## src/hw/rtl/ksq_pkg.sv

```systemverilog
// Package for the key scancode translator: sizes, request codes, transaction types, code tables.
`default_nettype none

package ksq_pkg;

	localparam int QUEUE_DEPTH = 32;
	localparam int KEY_COUNT   = 256;
	localparam int QPTR_W      = $clog2(QUEUE_DEPTH);
	localparam int QCNT_W      = $clog2(QUEUE_DEPTH + 1);
	localparam int KEY_W       = $clog2(KEY_COUNT);
	localparam int EVT_W       = 9;
	localparam int KWORD_W     = 2;

	typedef enum logic [1:0] {
		REQ_SAMPLE = 2'd0,
		REQ_EXT    = 2'd1,
		REQ_POP    = 2'd2,
		REQ_NONE   = 2'd3
	} req_type_t;

	typedef struct packed {
		logic [1:0] req_type;
		logic [7:0] key_index;
		logic       key_down;
		logic       latin_layout;
		logic [7:0] ext_code;
	} req_item_t;

	typedef struct packed {
		logic       event_valid;
		logic [7:0] event_code;
		logic       event_pressed;
		logic [5:0] events_waiting;
	} evt_item_t;

	// Translate a host key index to a machine key code in the chosen layout.
	function automatic logic [7:0] key_code(input logic [7:0] idx, input logic latin);
		logic [7:0] code;
		code = 8'd0;
		case (idx)
			8'd8:   code = 8'o132;
			8'd9:   code = 8'o026;
			8'd13:  code = 8'o153;
			8'd14:  code = 8'o166;
			8'd16:  code = 8'o105;
			8'd20:  code = 8'o107;
			8'd27:  code = 8'o006;
			8'd32:  code = 8'o113;
			8'd33:  code = 8'o004;
			8'd34:  code = 8'o151;
			8'd35:  code = 8'o152;
			8'd36:  code = latin ? 8'o155 : 8'o174;
			8'd37:  code = 8'o116;
			8'd38:  code = 8'o154;
			8'd39:  code = 8'o133;
			8'd40:  code = 8'o134;
			8'd45:  code = 8'o171;
			8'd46:  code = 8'o172;
			8'd48:  code = 8'o176;
			8'd49:  code = 8'o030;
			8'd50:  code = 8'o031;
			8'd51:  code = 8'o032;
			8'd52:  code = 8'o013;
			8'd53:  code = 8'o034;
			8'd54:  code = 8'o035;
			8'd55:  code = 8'o016;
			8'd56:  code = 8'o017;
			8'd57:  code = 8'o177;
			8'd65:  code = latin ? 8'o072 : 8'o047;
			8'd66:  code = latin ? 8'o076 : 8'o073;
			8'd67:  code = latin ? 8'o050 : 8'o111;
			8'd68:  code = latin ? 8'o057 : 8'o071;
			8'd69:  code = latin ? 8'o033 : 8'o051;
			8'd70:  code = latin ? 8'o047 : 8'o072;
			8'd71:  code = latin ? 8'o055 : 8'o053;
			8'd72:  code = latin ? 8'o156 : 8'o074;
			8'd73:  code = latin ? 8'o073 : 8'o036;
			8'd74:  code = latin ? 8'o027 : 8'o075;
			8'd75:  code = latin ? 8'o052 : 8'o056;
			8'd76:  code = latin ? 8'o056 : 8'o057;
			8'd77:  code = latin ? 8'o112 : 8'o115;
			8'd78:  code = latin ? 8'o054 : 8'o114;
			8'd79:  code = latin ? 8'o075 : 8'o037;
			8'd80:  code = latin ? 8'o053 : 8'o157;
			8'd81:  code = latin ? 8'o067 : 8'o027;
			8'd82:  code = latin ? 8'o074 : 8'o052;
			8'd83:  code = latin ? 8'o111 : 8'o070;
			8'd84:  code = latin ? 8'o114 : 8'o033;
			8'd85:  code = latin ? 8'o051 : 8'o055;
			8'd86:  code = latin ? 8'o137 : 8'o112;
			8'd87:  code = latin ? 8'o071 : 8'o050;
			8'd88:  code = latin ? 8'o115 : 8'o110;
			8'd89:  code = latin ? 8'o070 : 8'o054;
			8'd90:  code = latin ? 8'o157 : 8'o067;
			8'd93:  code = 8'o106;
			8'd96:  code = 8'o126;
			8'd97:  code = 8'o127;
			8'd98:  code = 8'o147;
			8'd99:  code = 8'o167;
			8'd100: code = 8'o130;
			8'd101: code = 8'o150;
			8'd102: code = 8'o170;
			8'd103: code = 8'o125;
			8'd104: code = 8'o145;
			8'd105: code = 8'o165;
			8'd106: code = 8'o025;
			8'd109: code = 8'o005;
			8'd110: code = 8'o146;
			8'd111: code = 8'o131;
			8'd112: code = 8'o010;
			8'd113: code = 8'o011;
			8'd114: code = 8'o012;
			8'd115: code = 8'o014;
			8'd116: code = 8'o015;
			8'd117: code = 8'o172;
			8'd118: code = 8'o152;
			8'd119: code = 8'o151;
			8'd120: code = 8'o171;
			8'd122: code = 8'o004;
			8'd123: code = latin ? 8'o155 : 8'o174;
			8'd162: code = 8'o046;
			8'd163: code = 8'o066;
			8'd186: code = latin ? 8'o174 : 8'o137;
			8'd187: code = latin ? 8'o110 : 8'o117;
			8'd188: code = latin ? 8'o117 : 8'o076;
			8'd189: code = 8'o175;
			8'd190: code = latin ? 8'o135 : 8'o077;
			8'd191: code = 8'o173;
			8'd192: code = 8'o007;
			8'd219: code = latin ? 8'o036 : 8'o156;
			8'd220: code = latin ? 8'o136 : 8'o135;
			8'd221: code = latin ? 8'o037 : 8'o155;
			8'd222: code = latin ? 8'o077 : 8'o136;
			default: code = 8'd0;
		endcase
		return code;
	endfunction

endpackage

`default_nettype wire

```

## src/hw/rtl/ksq_ram.sv

```systemverilog
// Generic single-clock RAM: one write port, one registered read port, read-first.
`default_nettype none

module ksq_ram #(
	parameter int WIDTH = 8,
	parameter int DEPTH = 32
) (
	input  wire logic                     clk,
	input  wire logic                     we,
	input  wire logic [$clog2(DEPTH)-1:0] waddr,
	input  wire logic [WIDTH-1:0]         wdata,
	input  wire logic                     re,
	input  wire logic [$clog2(DEPTH)-1:0] raddr,
	output logic      [WIDTH-1:0]         rdata
);

	logic [WIDTH-1:0] mem [DEPTH];

	// Write and read; a same-address read returns the old word.
	always_ff @(posedge clk) begin
		if (we) begin
			mem[waddr] <= wdata;
		end
		if (re) begin
			rdata <= mem[raddr];
		end
	end

endmodule

`default_nettype wire

```

## src/hw/rtl/key_scancode_translate_queue_top.sv

```systemverilog
// Key scancode translator: per-key store, layout tables and event FIFO.
// Throughput: one transaction of any type per cycle, unless a pop waits on a stalled result.
// A pop passes the stage-1 register, then its FIFO word and status are registered into stage 2;
// it waits in stage 1 while a result is stalled. The per-key store read and the FIFO read
// are both synchronous RAM reads.
// Reset clears the per-key valid bits, FIFO pointers and count at once;
// no clearing pass is needed and requests are taken right after reset.
`default_nettype none

module key_scancode_translate_queue_top
	import ksq_pkg::*;
(
	input  wire logic      clk,
	input  wire logic      arst_n,
	input  wire logic      req_valid,
	output logic           req_stall,
	input  wire req_item_t req,
	output logic           evt_valid,
	input  wire logic      evt_stall,
	output evt_item_t      evt
);

	// Stage 1 and stage 2 registers
	logic                valid_s1;
	req_item_t           item_s1;
	logic                fwd_hit_s1;
	logic [KWORD_W-1:0]  fwd_data_s1;
	logic                kvld_s1;
	logic                valid_s2;
	logic                hit_s2;
	logic [QCNT_W-1:0]   wait_s2;

	// FIFO control and key valid bits
	logic [QPTR_W-1:0]   wr_ptr_q;
	logic [QPTR_W-1:0]   rd_ptr_q;
	logic [QCNT_W-1:0]   count_q;
	logic [KEY_COUNT-1:0] key_vld_q;

	logic                accept;
	logic                s1_pop;
	logic                s1_go;
	logic                s2_free;
	logic                is_sample;
	logic                is_ext;
	logic [KWORD_W-1:0]  key_rdata;
	logic [KWORD_W-1:0]  key_word;
	logic                changed;
	logic                use_lat;
	logic [7:0]          code;
	logic                key_we;
	logic [KWORD_W-1:0]  key_wdata;
	logic                push_req;
	logic [7:0]          push_code;
	logic                full;
	logic                empty;
	logic                do_push;
	logic                do_pop;
	logic [EVT_W-1:0]    fifo_rdata;

	// Handshake: stage 1 holds only a pop waiting on a stalled result
	assign s2_free   = !valid_s2 || !evt_stall;
	assign s1_pop    = item_s1.req_type == REQ_POP;
	assign s1_go     = valid_s1 && (!s1_pop || s2_free);
	assign req_stall = valid_s1 && !s1_go;
	assign accept    = req_valid && !req_stall;

	// Resolve the key word: forwarded write, stored word, or reset value
	always_comb begin
		if (fwd_hit_s1) begin
			key_word = fwd_data_s1;
		end else if (kvld_s1) begin
			key_word = key_rdata;
		end else begin
			key_word = '0;
		end
	end

	// Translate a key change and decide on a push
	assign is_sample = item_s1.req_type == REQ_SAMPLE;
	assign is_ext    = item_s1.req_type == REQ_EXT;
	assign changed   = item_s1.key_down != key_word[0];
	assign use_lat   = key_word[0] ? key_word[1] : item_s1.latin_layout;
	assign code      = key_code(item_s1.key_index, use_lat);
	assign key_we    = s1_go && is_sample && changed;
	assign key_wdata = {item_s1.key_down & item_s1.latin_layout, item_s1.key_down};
	assign push_req  = (is_sample && changed && (code != 8'd0)) || is_ext;
	assign push_code = is_ext ? item_s1.ext_code : code;
	assign full      = count_q == QCNT_W'(QUEUE_DEPTH);
	assign empty     = count_q == '0;
	assign do_push   = s1_go && push_req && !full;
	assign do_pop    = s1_go && s1_pop && !empty;

	ksq_ram #(
		.WIDTH (KWORD_W),
		.DEPTH (KEY_COUNT)
	) u_key_ram (
		.clk   (clk),
		.we    (key_we),
		.waddr (item_s1.key_index[KEY_W-1:0]),
		.wdata (key_wdata),
		.re    (accept),
		.raddr (req.key_index[KEY_W-1:0]),
		.rdata (key_rdata)
	);

	ksq_ram #(
		.WIDTH (EVT_W),
		.DEPTH (QUEUE_DEPTH)
	) u_fifo_ram (
		.clk   (clk),
		.we    (do_push),
		.waddr (wr_ptr_q),
		.wdata ({item_s1.key_down, push_code}),
		.re    (do_pop),
		.raddr (rd_ptr_q),
		.rdata (fifo_rdata)
	);

	// Control state: stage valids, pointers, count, key valid bits
	always_ff @(posedge clk or negedge arst_n) begin
		if (!arst_n) begin
			valid_s1  <= 1'b0;
			valid_s2  <= 1'b0;
			wr_ptr_q  <= '0;
			rd_ptr_q  <= '0;
			count_q   <= '0;
			key_vld_q <= '0;
		end else begin
			if (accept) begin
				valid_s1 <= 1'b1;
			end else if (s1_go) begin
				valid_s1 <= 1'b0;
			end
			if (s1_go && s1_pop) begin
				valid_s2 <= 1'b1;
			end else if (!evt_stall) begin
				valid_s2 <= 1'b0;
			end
			if (do_push) begin
				wr_ptr_q <= (wr_ptr_q == QPTR_W'(QUEUE_DEPTH - 1)) ? '0 : wr_ptr_q + 1'b1;
				count_q  <= count_q + 1'b1;
			end
			if (do_pop) begin
				rd_ptr_q <= (rd_ptr_q == QPTR_W'(QUEUE_DEPTH - 1)) ? '0 : rd_ptr_q + 1'b1;
				count_q  <= count_q - 1'b1;
			end
			if (key_we) begin
				key_vld_q[item_s1.key_index[KEY_W-1:0]] <= 1'b1;
			end
		end
	end

	// Payload registers: capture the transaction, forward a same-key write and hold the pop status
	always_ff @(posedge clk) begin
		if (accept) begin
			item_s1     <= req;
			kvld_s1     <= key_vld_q[req.key_index[KEY_W-1:0]];
			fwd_hit_s1  <= key_we && (item_s1.key_index == req.key_index);
			fwd_data_s1 <= key_wdata;
		end
		if (s1_go && s1_pop) begin
			hit_s2  <= !empty;
			wait_s2 <= empty ? '0 : count_q - 1'b1;
		end
	end

	// Present the pop result
	assign evt_valid            = valid_s2;
	assign evt.event_valid      = hit_s2;
	assign evt.event_code       = hit_s2 ? fifo_rdata[7:0] : 8'd0;
	assign evt.event_pressed    = hit_s2 ? fifo_rdata[8] : 1'b0;
	assign evt.events_waiting   = 6'(wait_s2);

endmodule

`default_nettype wire

```

## config.mk

```make
export PLATFORM = sky130hd
export DESIGN_NAME = key_scancode_translate_queue_top
export DESIGN_NICKNAME = d
export VERILOG_FILES = /design/src/hw/rtl/ksq_pkg.sv /design/src/hw/rtl/ksq_ram.sv /design/src/hw/rtl/key_scancode_translate_queue_top.sv
export SDC_FILE = /design/constraint.sdc
export NUM_CORES = 1
export LEC_CHECK = 0
export BUFFER_PORTS_ARGS = -buffer_cell sky130_fd_sc_hd__buf_2
export CORE_UTILIZATION = 55
export CTS_CLUSTER_SIZE = 28
export DETAILED_ROUTE_END_ITERATION = 12
export PLACE_DENSITY = 0.74
export SLEW_MARGIN = 40
export SYNTH_ARGS = -nofsm -noshare
export SYNTH_HDL_FRONTEND = slang
export SYNTH_SLANG_ARGS = --single-unit
```

## constraint.sdc

```tcl
create_clock -name clk -period 8.64 [get_ports clk]
set_input_delay 0.432 -clock clk [delete_from_list [all_inputs] [get_ports clk]]
set_output_delay 0.432 -clock clk [all_outputs]
set_load 0.02 [all_outputs]
```

; ---- After elaboration in Yosys (flattened, before gate mapping)
; Memory sizes are Yosys's and may differ from the RTL's. A register that Yosys moved wholly into a read port is not among the register bits.
; Cells that the tools add are included.
[word_totals]
ff_bits = 305
latchBits = 0
ramBits = 800
romBits = 0
output_inout_bits = 18
word_cells = 220
mem_count = 2
[classes]
n_addsub = 4
multipliers = 0
div_mod_pow = 0
n_lt_le_gt_ge = 3
n_eq_ne = 101
shift = 0
muxes = 58
n_bitwise = 2
n_reduce_logical = 34
[mem_list]
columns = name, depth, width, read_ports, rd_ports_with_merged_regs, write_ports, line
row1 = u_key_ram.mem, 256, 2, 1, 1, 1, ksq_ram.sv:17  ; logic [WIDTH-1:0] mem [DEPTH];
row2 = u_fifo_ram.mem, 32, 9, 1, 1, 1, ksq_ram.sv:17
[ops]
columns = op, count
row1 = 7-bit one-hot mux with 87 select lines, 1
row2 = "8-bit by 7-bit == test with 1-bit output, second input constant", 52
row3 = 256-bit bitwise OR, 1
row4 = "8-bit by 6-bit == test with 1-bit output, second input constant", 21
row5 = "8-bit == test, second input constant", 13
row6 = 7-bit two-way mux, 12
row7 = 5-bit two-way mux, 10
row8 = 6-bit two-way mux, 8
row9 = "8-bit by 4-bit == test with 1-bit output, second input constant", 4
row10 = "8-bit by 5-bit == test with 1-bit output, second input constant", 3
row11 = 3-bit two-way mux, 7
row12 = "8-bit by 9-bit less-than comparator with 1-bit output, second input constant", 2
row13 = 8-bit two-way mux, 2
row14 = 1-bit logical AND, 13
row15 = 1-bit two-way mux, 13
row16 = 2-bit OR reduction, 6
row17 = "5-bit by 1-bit adder with 5-bit output, second input constant", 2
row18 = "5-bit == test, second input constant", 2
row19 = 1-bit binary-select mux with 8-bit select, 1
row20 = 1-bit demux with 8-bit select, 1
row21 = 8-bit == test, 1
row22 = "8-bit by 1-bit >= comparator with 1-bit output, second input constant", 1
row23 = 8-bit nonzero test, 1
row24 = 1-bit zero test, 7
row25 = 13 further kinds, 18

; ---- Depth between registers and ports, before layout
; Gate-level depths: netlist of the first run.
[logic_depth]
word_depth = 12
ltp_mapped = 12

; ---- Modules after synthesis
; From an unflattened synthesis of the first run, not the netlist that was laid out.
[unflattened]
hier_cells = 2985
hier_area_um2 = 48081.1
[by_module_without_submodules]
columns = mod, n_inst, cells_per_inst, area_each_um2
row1 = ksq_ram at u_key_ram, 1, 1242, 21401.8
row2 = key_scancode_translate_queue_top, 1, 1280, 15307.2
row3 = ksq_ram at u_fifo_ram, 1, 463, 11372.2

; ---- Least setup slack after synthesis of the first run
; No wires, ideal clock.
[synth_timing]
path_type = register to register
start = register item_s1[9] (netlist name)
end = register fwd_data_s1[1] (data pin)
setup_time_ps = 872
arrival_time_ps = 7229
t_required_ps = 7768
path_slack_ps = 539
stages_incl_launch_ff = 2
n_path_buf = 0
synth_period_minus_slack_ps = 8101
cell_sequence = edfxtp_1 and2_1
[synth_between]
elab_chain_cells = 1
[synth_lines]
columns = element, line
row1 = start: declaration, key_scancode_translate_queue_top.sv:25  ; req_item_t item_s1;
row2 = start signal: assignment, key_scancode_translate_queue_top.sv:156  ; item_s1 <= req;
row3 = 1-bit AND, key_scancode_translate_queue_top.sv:85  ; assign key_wdata = {item_s1.key_down & item_s1.latin_layout, item_s1.key_down};
row4 = net key_wdata[1], key_scancode_translate_queue_top.sv:51  ; logic [KWORD_W-1:0] key_wdata;
row5 = end signal: assignment, key_scancode_translate_queue_top.sv:159  ; fwd_data_s1 <= key_wdata;
row6 = end: declaration, key_scancode_translate_queue_top.sv:27  ; logic [KWORD_W-1:0] fwd_data_s1;
; The timed path passes the listed nets, and every way through them passes these cells.
; A chain may end at the register's enable or synchronous reset.

; ---- Worst setup path in the final report of the first run
[layout_timing]
start = register item_s1[16] (netlist name)
end = memory u_fifo_ram.mem[27][6] (netlist name), enable pin
[layout_between]
elab_chain_cells = 10
elab_cells_between_ends = 107
cone_classes = eq/ne: 93 / mux: 3 / reduce/logical: 11
[layout_lines]
columns = element, line
row1 = 8-bit by 7-bit == test with 1-bit output or 8-bit by 6-bit == test with 1-bit output (tied branches), ksq_pkg.sv:40  ; case (idx)
row2 = 2-bit OR reduction (no line), n/a
row3 = 7-bit one-hot mux with 87 select lines *, ksq_pkg.sv:40
row4 = 8-bit nonzero test *, key_scancode_translate_queue_top.sv:86  ; assign push_req = (is_sample && changed && (code != 8'd0)) || is_ext;
row5 = 1-bit logical AND *, key_scancode_translate_queue_top.sv:86
row6 = 1-bit logical OR *, key_scancode_translate_queue_top.sv:86
row7 = 1-bit logical AND * (2 in a row), key_scancode_translate_queue_top.sv:90  ; assign do_push = s1_go && push_req && !full;
row8 = 1-bit two-way mux *, ksq_ram.sv:21  ; if (we) begin
row9 = 1-bit two-way mux (not written as such) *, ksq_ram.sv:22  ; mem[waddr] <= wdata;
row10 = end: declaration, ksq_ram.sv:17
; Mark *: on every way between the ends. The rest lies on a longest branch, timed or not.

==> run_results.csv, run 1 <==
group,metric,value,unit
synth,ys.flop_type,"edfxtp_1",
synth,synth_cell_types,89,
worst_setup_path,slowest_stage,"or4b_2",
clocking,cts.htree.levels,3,
worst_setup_path,rr_worst_depth,8,
global_routing,grt_overflow,0,
sta,setup_violations,0,
die,die_x,294,um
sta,finalSetupTns,0,ns
synth,synthCells,2747,
drt,drc_errors,0,
worst_setup_path,cp.required,8.97,ns
drt,drt_pre_antenna_iters,6,
sta,clock_skew,0.0324,ns
layout,multi_input_area,0.0139,mm^2
die,core,0.0838,mm^2
clocking,path_clk_slew,0.07,ns
synth,synth_common_cells,"842 x edfxtp_1, 343 x nor2_1, 330 x mux4_2",
sta,worst_pin_slew,0.916,ns
sta,drv_slew,0,
global_routing,grt_max_degree,125,
clocking,cts_inserted_buffers,109,
clocking,cts_setup_buffers,0,
synth,syn_nets,2781,
run,cap_violations,0,
die,start_util,0.558,
placed_design,hpwlAfterDp,69200,um
sta,finalHoldViolCount,0,
placed_design,gp_congestion,0.946,
sta,clock.fmax,195,MHz
layout,area_growth_syn_to_layout,11.7,%
synth,yosysWarningCount,0,
placed_design,numPortBuffers,41,
worst_setup_path,end_kind,"register",
power_and_ir_drop,irDropWorstVdd,0.000362,V
synth,yosysMostFrequentCell,"edfxtp_1",
sta,relSlewSlack,0.387,
global_routing,grt_pass1_wl,173000,um
layout,final_nets,2814,
sta,fin_hold_ws,0.0477,ns
synth,synth_area_leader_cell,"edfxtp_1",
global_routing,track_usage,0.275,
sta,rsz0062_at_grt,"false",
layout,register_area,0.0321,mm^2
drt,vias,25800,
worst_setup_path,reg2reg_slack,3.51,ns
worst_setup_path,crit_path_max_fanout,25,
worst_setup_path,cp_common_cell,"o22ai_1",
drt,first_iter_violations,3104,
drt,drt.antenna.violating_nets,0,
die,die_h,294,um
clocking,worstSkewPairLatency,0.71,ns
worst_setup_path,cp_top_family,"simple AND/OR/NAND/NOR gates",
layout,nFillCells,5837,
global_routing,antenna_found_initial,3,
clocking,root_buffer,"clkbuf_16",
synth,synth.ff_latch_count,1116,
drt,wl,115000,um
drt,avgViaCountPerCell,6.42,
die,num_rows,106,
worst_setup_path,worstPathArrival,5.46,ns
synth,synth-edff-count,842,
power_and_ir_drop,leakage,0.0190,uW
synth,yosys.area.top_type_share,0.541,
run_status,outcome,"finished, final reports clean",
worst_setup_path,worstSetupPathType,"reg2reg",
die,fp.dieArea,0.0862,mm^2
placed_design,dp.cells,3780,
power_and_ir_drop,p_per_area,235,mW/mm^2
placed_design,place_area,0.0481,mm^2
die,io_pins,42,
worst_setup_path,cp_slowest_stage_delay,0.96,ns
sta,finalCritPeriodShare,0.593,
global_routing,grt_pass1_vias,26400,
worst_setup_path,critPathLaunchType,"register",
synth,syn_area,0.0467,mm^2
clocking,clockBufferDepth,3,
worst_setup_path,worstPathCellList,"buf_8, or4b_2, o22ai_1, a211oi_1, o22ai_1, o41a_1, nand2_1, nor2_1",
clocking,clock_sinks,1116,
worst_hold_path,whs_path_depth,1,
worst_setup_path,worst-path-buf-inv,1,
worst_setup_path,crit_end,"u_fifo_ram.mem[27][6]",
worst_setup_path,crit_start,"item_s1[16]",
power_and_ir_drop,power,12300,uW
layout,stdcell_area,0.0522,mm^2
synth,async_flop_share,0.246,
worst_setup_path,r2r_end,"u_fifo_ram.mem[27][6]",
worst_setup_path,reg2reg_from,"item_s1[16]",
synth,synthTopCellsByArea,"edfxtp_1 54%, mux4_2 16%, dfrtp_1 15%",
layout,stdcell_count,4013,
drt,wire_per_inst,28.7,um
sta,period_minus_slack,5.13,ns
layout,drive_gt1_frac,0.323,
synth,ys_seq_area_frac,0.688,
worst_hold_path,hold_path.class,"in2reg",
synth,avgSynthCellArea,17.0,um^2
worst_setup_path,critical_path_depth,8,
clocking,cts_tree,"built",
final cells by class:
cell class,instances,share of cell area
Clock buffer,136,0.0571
Inverter,12,0.000863
Tap cell,1134,0.0272
Multi-Input combinational cell,1430,0.266
Clock inverter,72,0.0151
Timing Repair Buffer,111,0.0182
Antenna cell,2,0.0000958
Sequential cell,1116,0.616
placed cells by master (no fill, tap or decap), types with 14 or more instances in the layout:
| cell type | instances |
|---|---|
| nand3_1 | 23 |
| clkinv_1 | 17 |
| nor2_1 | 340 |
| o21ai_0 | 47 |
| a21oi_1 | 28 |
| clkbuf_1 | 14 |
| or2_2 | 258 |
| nand2_1 | 77 |
| clkbuf_16 | 112 |
| dlygate4sd3_1 | 16 |
| mux4_2 | 330 |
| dfrtp_1 | 271 |
| buf_4 | 37 |
| clkinv_2 | 22 |
| edfxtp_1 | 842 |
| buf_2 | 37 |
| nor2b_1 | 17 |
| a22oi_1 | 25 |
repair_timing:
action / in CTS / in global routing
hold buffers: 16 / 0
gates resized for setup: 0 / 0
endpoints found under the hold margin: 107 / 0
cell families after synthesis:
logic type | share of synthesized area
AO/OA/AOI/OAI | 0.0304
XOR/XNOR | 0.00356
adder cells (fa/ha/maj) | 0.00268
buffers and inverters | 0.0192
flip-flops | 0.688
multiplexers | 0.162
AND/OR/NAND/NOR | 0.0949
power breakdown:
group,switching (uW),internal [uW],leakage [uW],total (uW)
logic,760,576,0.00571,1340
clock network,2060,2850,0.00182,4920
registers,88.6,5920,0.0114,6010
total,2910,9350,0.0190,12300
worst min-delay path by stage:
| stage | from | to | slack [ns] |
|---|---|---|---|
| 2_1_floorplan | arst_n | count_q[0] | 0.14 |
| 3_3_place_gp | key_vld_q[111] | key_vld_q[111] | 0.44 |
| 3_5_place_dp | key_vld_q[195] | key_vld_q[195] | 0.45 |
| 4_1_cts | req[16] | item_s1[16] | 0.001 |
| 5_1_grt | req[16] | item_s1[16] | 0.02 |
| 6_report | req[16] | item_s1[16] | 0.05 |
stage by stage:
stage	setup slack, ns	util
global placement	3.49	0.572
detailed placement	3.43	0.574
finish	3.51	0.623
CTS	3.39	0.621
floorplan	0.539	-
global route	3.41	0.623
per-layer routing:
metal	routed length, um	GRT usage	vias up
met5	20	0	-
met3	10500	0.0592	238
met2	54000	0.418	1332
li1	-	-	10700
met4	4090	0.101	2
met1	46700	0.395	13500
sequential cells by signal, summed over array words and instances (netlist names), 6 cells and up:
name	flops
key_vld_q	256
u_fifo_ram.mem	288
count_q	6
wait_s2	6
u_key_ram.mem	512
item_s1	20
u_fifo_ram.rdata	9
No activity file was read; power rests on OpenSTA's default activity.
==> run 2, diff against run 1 <==
--- a/config.mk
+++ b/config.mk
@@ -5,6 +5,7 @@
 export SDC_FILE = /design/constraint.sdc
 export NUM_CORES = 1
 export LEC_CHECK = 0
+export ABC_AREA = 1
 export BUFFER_PORTS_ARGS = -buffer_cell sky130_fd_sc_hd__buf_2
 export CORE_UTILIZATION = 55
 export CTS_CLUSTER_SIZE = 28
==> constraint.sdc (replaced) <==
create_clock -name clk -period 4.4 [get_ports clk]
set_input_delay 0.22 -clock clk [delete_from_list [all_inputs] [get_ports clk]]
set_output_delay 0.22 -clock clk [all_outputs]
set_load 0.02 [all_outputs]
==> run 2 against run 1 <==
Compared with the run above:
- hold slack gained 0.12 ns
- cell count is 43% higher
- first-iteration DRC count grew 22%
- flip-flop and latch count is the same
- register-to-register slack got worse by 2.7 ns
- total power up 110%
- via count is 35% higher
- sequential share of layout area shrank 2.2 points
- clock power grew 100%
- worst setup slack worse by 2.7 ns
- maximum frequency up 42%
- combinational power grew to 3.0 times the previous value
- critical path type unchanged
- highest routed layer is now met4
==> run_results.csv, run 2 <==
group,metric,value,unit
synth,syn_nets,4559,
global_routing,grt_pass1_vias,33800,
synth,synth-edff-count,842,
sta,drv_slew,0,
worst_setup_path,slowest_stage,"edfxtp_1",
sta,fin_hold_ws,0.173,ns
die,die_x,297,um
synth,synth.ff_latch_count,1116,
power_and_ir_drop,leakage,0.0209,uW
clocking,path_clk_slew,0.06,ns
synth,yosys.area.top_type_share,0.529,
placed_design,numPortBuffers,41,
die,start_util,0.558,
clocking,cts_inserted_buffers,110,
clocking,cts.htree.levels,3,
sta,finalSetupTns,0,ns
drt,first_iter_violations,3781,
run_status,outcome,"finished, final reports clean",
layout,final_cell_mix,"842 x edfxtp_1, 760 x nor2_1, 700 x o21ai_0",
worst_setup_path,crit_path_max_fanout,21,
synth,async_flop_share,0.246,
synth,ys.flop_type,"edfxtp_1",
layout,nFillCells,6598,
layout,largest_reg_flops,512,
drt,drt_pre_antenna_iters,6,
worst_hold_path,whs_path_depth,2,
clocking,clock_sinks,1116,
synth,yosysMostFrequentCell,"edfxtp_1",
clocking,ctsHoldBuffers,18,
synth,synthTopCellsByArea,"edfxtp_1 53%, dfrtp_1 14%, o21ai_0 7.3%",
clocking,worstSkewPairLatency,0.72,ns
synth,synth_common_cells,"842 x edfxtp_1, 829 x nor2_1, 701 x o21ai_0",
power_and_ir_drop,p_per_area,477,mW/mm^2
drt,drt.antenna.violating_nets,0,
worst_setup_path,cp_slowest_stage_delay,0.54,ns
worst_setup_path,critPathLaunchType,"register",
worst_hold_path,hold_path.class,"in2reg",
worst_setup_path,cp.required,4.75,ns
synth,yosysWarningCount,0,
worst_setup_path,end_kind,"register",
layout,diodes,0,
clocking,cts_tree,"built",
clocking,root_buffer,"clkbuf_16",
global_routing,antenna_found_initial,1,
synth,syn_area,0.0478,mm^2
drt,wl,136000,um
sta,clock.fmax,276,MHz
synth,synth_cell_types,39,
die,num_rows,107,
sta,relSlewSlack,0.392,
drt,vias,34900,
die,fp.dieArea,0.0880,mm^2
worst_setup_path,rr_worst_depth,14,
layout,layout_commonest_cell,"edfxtp_1",
sta,setup_violations,0,
sta,finalHoldViolCount,0,
global_routing,grt_max_degree,134,
placed_design,gp_congestion,0.992,
die,die_h,297,um
power_and_ir_drop,power,25800,uW
clocking,clockBufferDepth,3,
worst_setup_path,worstSetupPathType,"reg2reg",
sta,rsz0062_at_grt,"false",
layout,drive_gt1_frac,0.142,
sta,worst_pin_slew,0.907,ns
worst_setup_path,cp_common_cell,"nand2_1",
synth,avgSynthCellArea,10.6,um^2
run,cap_violations,0,
sta,finalCritPeriodShare,0.822,
layout,final_nets,4529,
drt,avgViaCountPerCell,6.09,
synth,synthCells,4525,
global_routing,track_usage,0.312,
layout,reg_top3,"u_key_ram.mem x512, u_fifo_ram.mem x288, key_vld_q x256",
sta,clock_skew,0.0400,ns
global_routing,grt_pass1_wl,206000,um
drt,wire_per_inst,23.7,um
worst_setup_path,worstPathCellList,"inv_2, nand2_1, nor2_2, nand2_1, nand3_1, nor2_1, nand3_1, nor2_1, nand2_1, nand2_1, nand2_2, nand2_4, buf_4, nor3_4",
sta,period_minus_slack,3.62,ns
worst_setup_path,worstPathArrival,3.96,ns
layout,largest-register,"u_key_ram.mem",
synth,ys_seq_area_frac,0.673,
placed_design,hpwlAfterDp,82300,um
global_routing,grt_overflow,0,
drt,drc_errors,0,
clocking,cts_setup_buffers,0,
synth,synth_area_leader_cell,"edfxtp_1",
power_and_ir_drop,irDropWorstVdd,0.000433,V
die,io_pins,42,
die,core,0.0855,mm^2
clocking,cts_resized,0,
layout,area_growth_syn_to_layout,13.5,%
## run 2: logic make-up (layout without fill, tap and decap cells)
family	Yosys count	in the layout	share of synthesized area
AO/OA/AOI/OAI	1002	1002	0.113
adder cells (fa/ha/maj)	10	10	0.00262
buffers and inverters	477	544	0.0385
AND/OR/NAND/NOR	1911	1911	0.171
XOR/XNOR	9	9	0.00165
flip-flops	1116	1116	0.673
## run 2: worst paths after layout
check                      slack (ns)          start                    end
setup / recovery                 0.78    item_s1[11]  u_fifo_ram.mem[13][7]
hold / removal                   0.17        req[14]            item_s1[14]
setup reg to reg                 0.78    item_s1[11]  u_fifo_ram.mem[13][7]
hold reg to reg                  0.46  key_vld_q[29]          key_vld_q[29]
max in group asynchronous        3.00         arst_n         key_vld_q[149]
min in group asynchronous        0.48         arst_n         key_vld_q[141]
## run 2: per-layer routing
layer | vias to the layer above | track usage | wire length [um]
li1 | 15800 | - | -
met1 | 17000 | 0.440 | 55100
met2 | 1790 | 0.485 | 62600
met3 | 350 | 0.0520 | 12000
met4 | 0 | 0.131 | 5960
met5 | - | 0 | 0
## run 2: stage by stage
stage           util  worst slack [ns]  area [um^2]  cells
4_1_cts        0.633             0.854        54100   5733
3_5_place_dp   0.586             0.880        50100   5506
3_3_place_gp   0.585             0.934        50000   5504
5_1_grt        0.633             0.591        54200   5736
6_report       0.633             0.783        54200   5736
2_1_floorplan      -             -1.85        48900   4525
## run 2: worst max-delay path, delay by kind of cell (launching register included)
family / cells / cell delay, ns
and+or+nand+nor: 12 / 2.13
buffers and inverters: 2 / 0.58
DFF: 1 / 0.54
## run 2: area by class of cell
class / instances / area (um^2) / area share
Multi-Input combinational cell: 2932 / 14700 / 0.272
Tap cell: 1144 / 1430 / 0.0264
Clock inverter: 60 / 793 / 0.0146
Timing Repair Buffer: 152 / 1310 / 0.0242
Inverter: 183 / 712 / 0.0131
Sequential cell: 1116 / 32100 / 0.593
Clock buffer: 149 / 3050 / 0.0563
## run 2: power breakdown
part           leakage, uW  internal [uW]  total [uW]  switching [uW]
logic              0.00808           1080        4060            2980
clock network      0.00186           5770        9860            4090
registers           0.0109          11600       11900             278
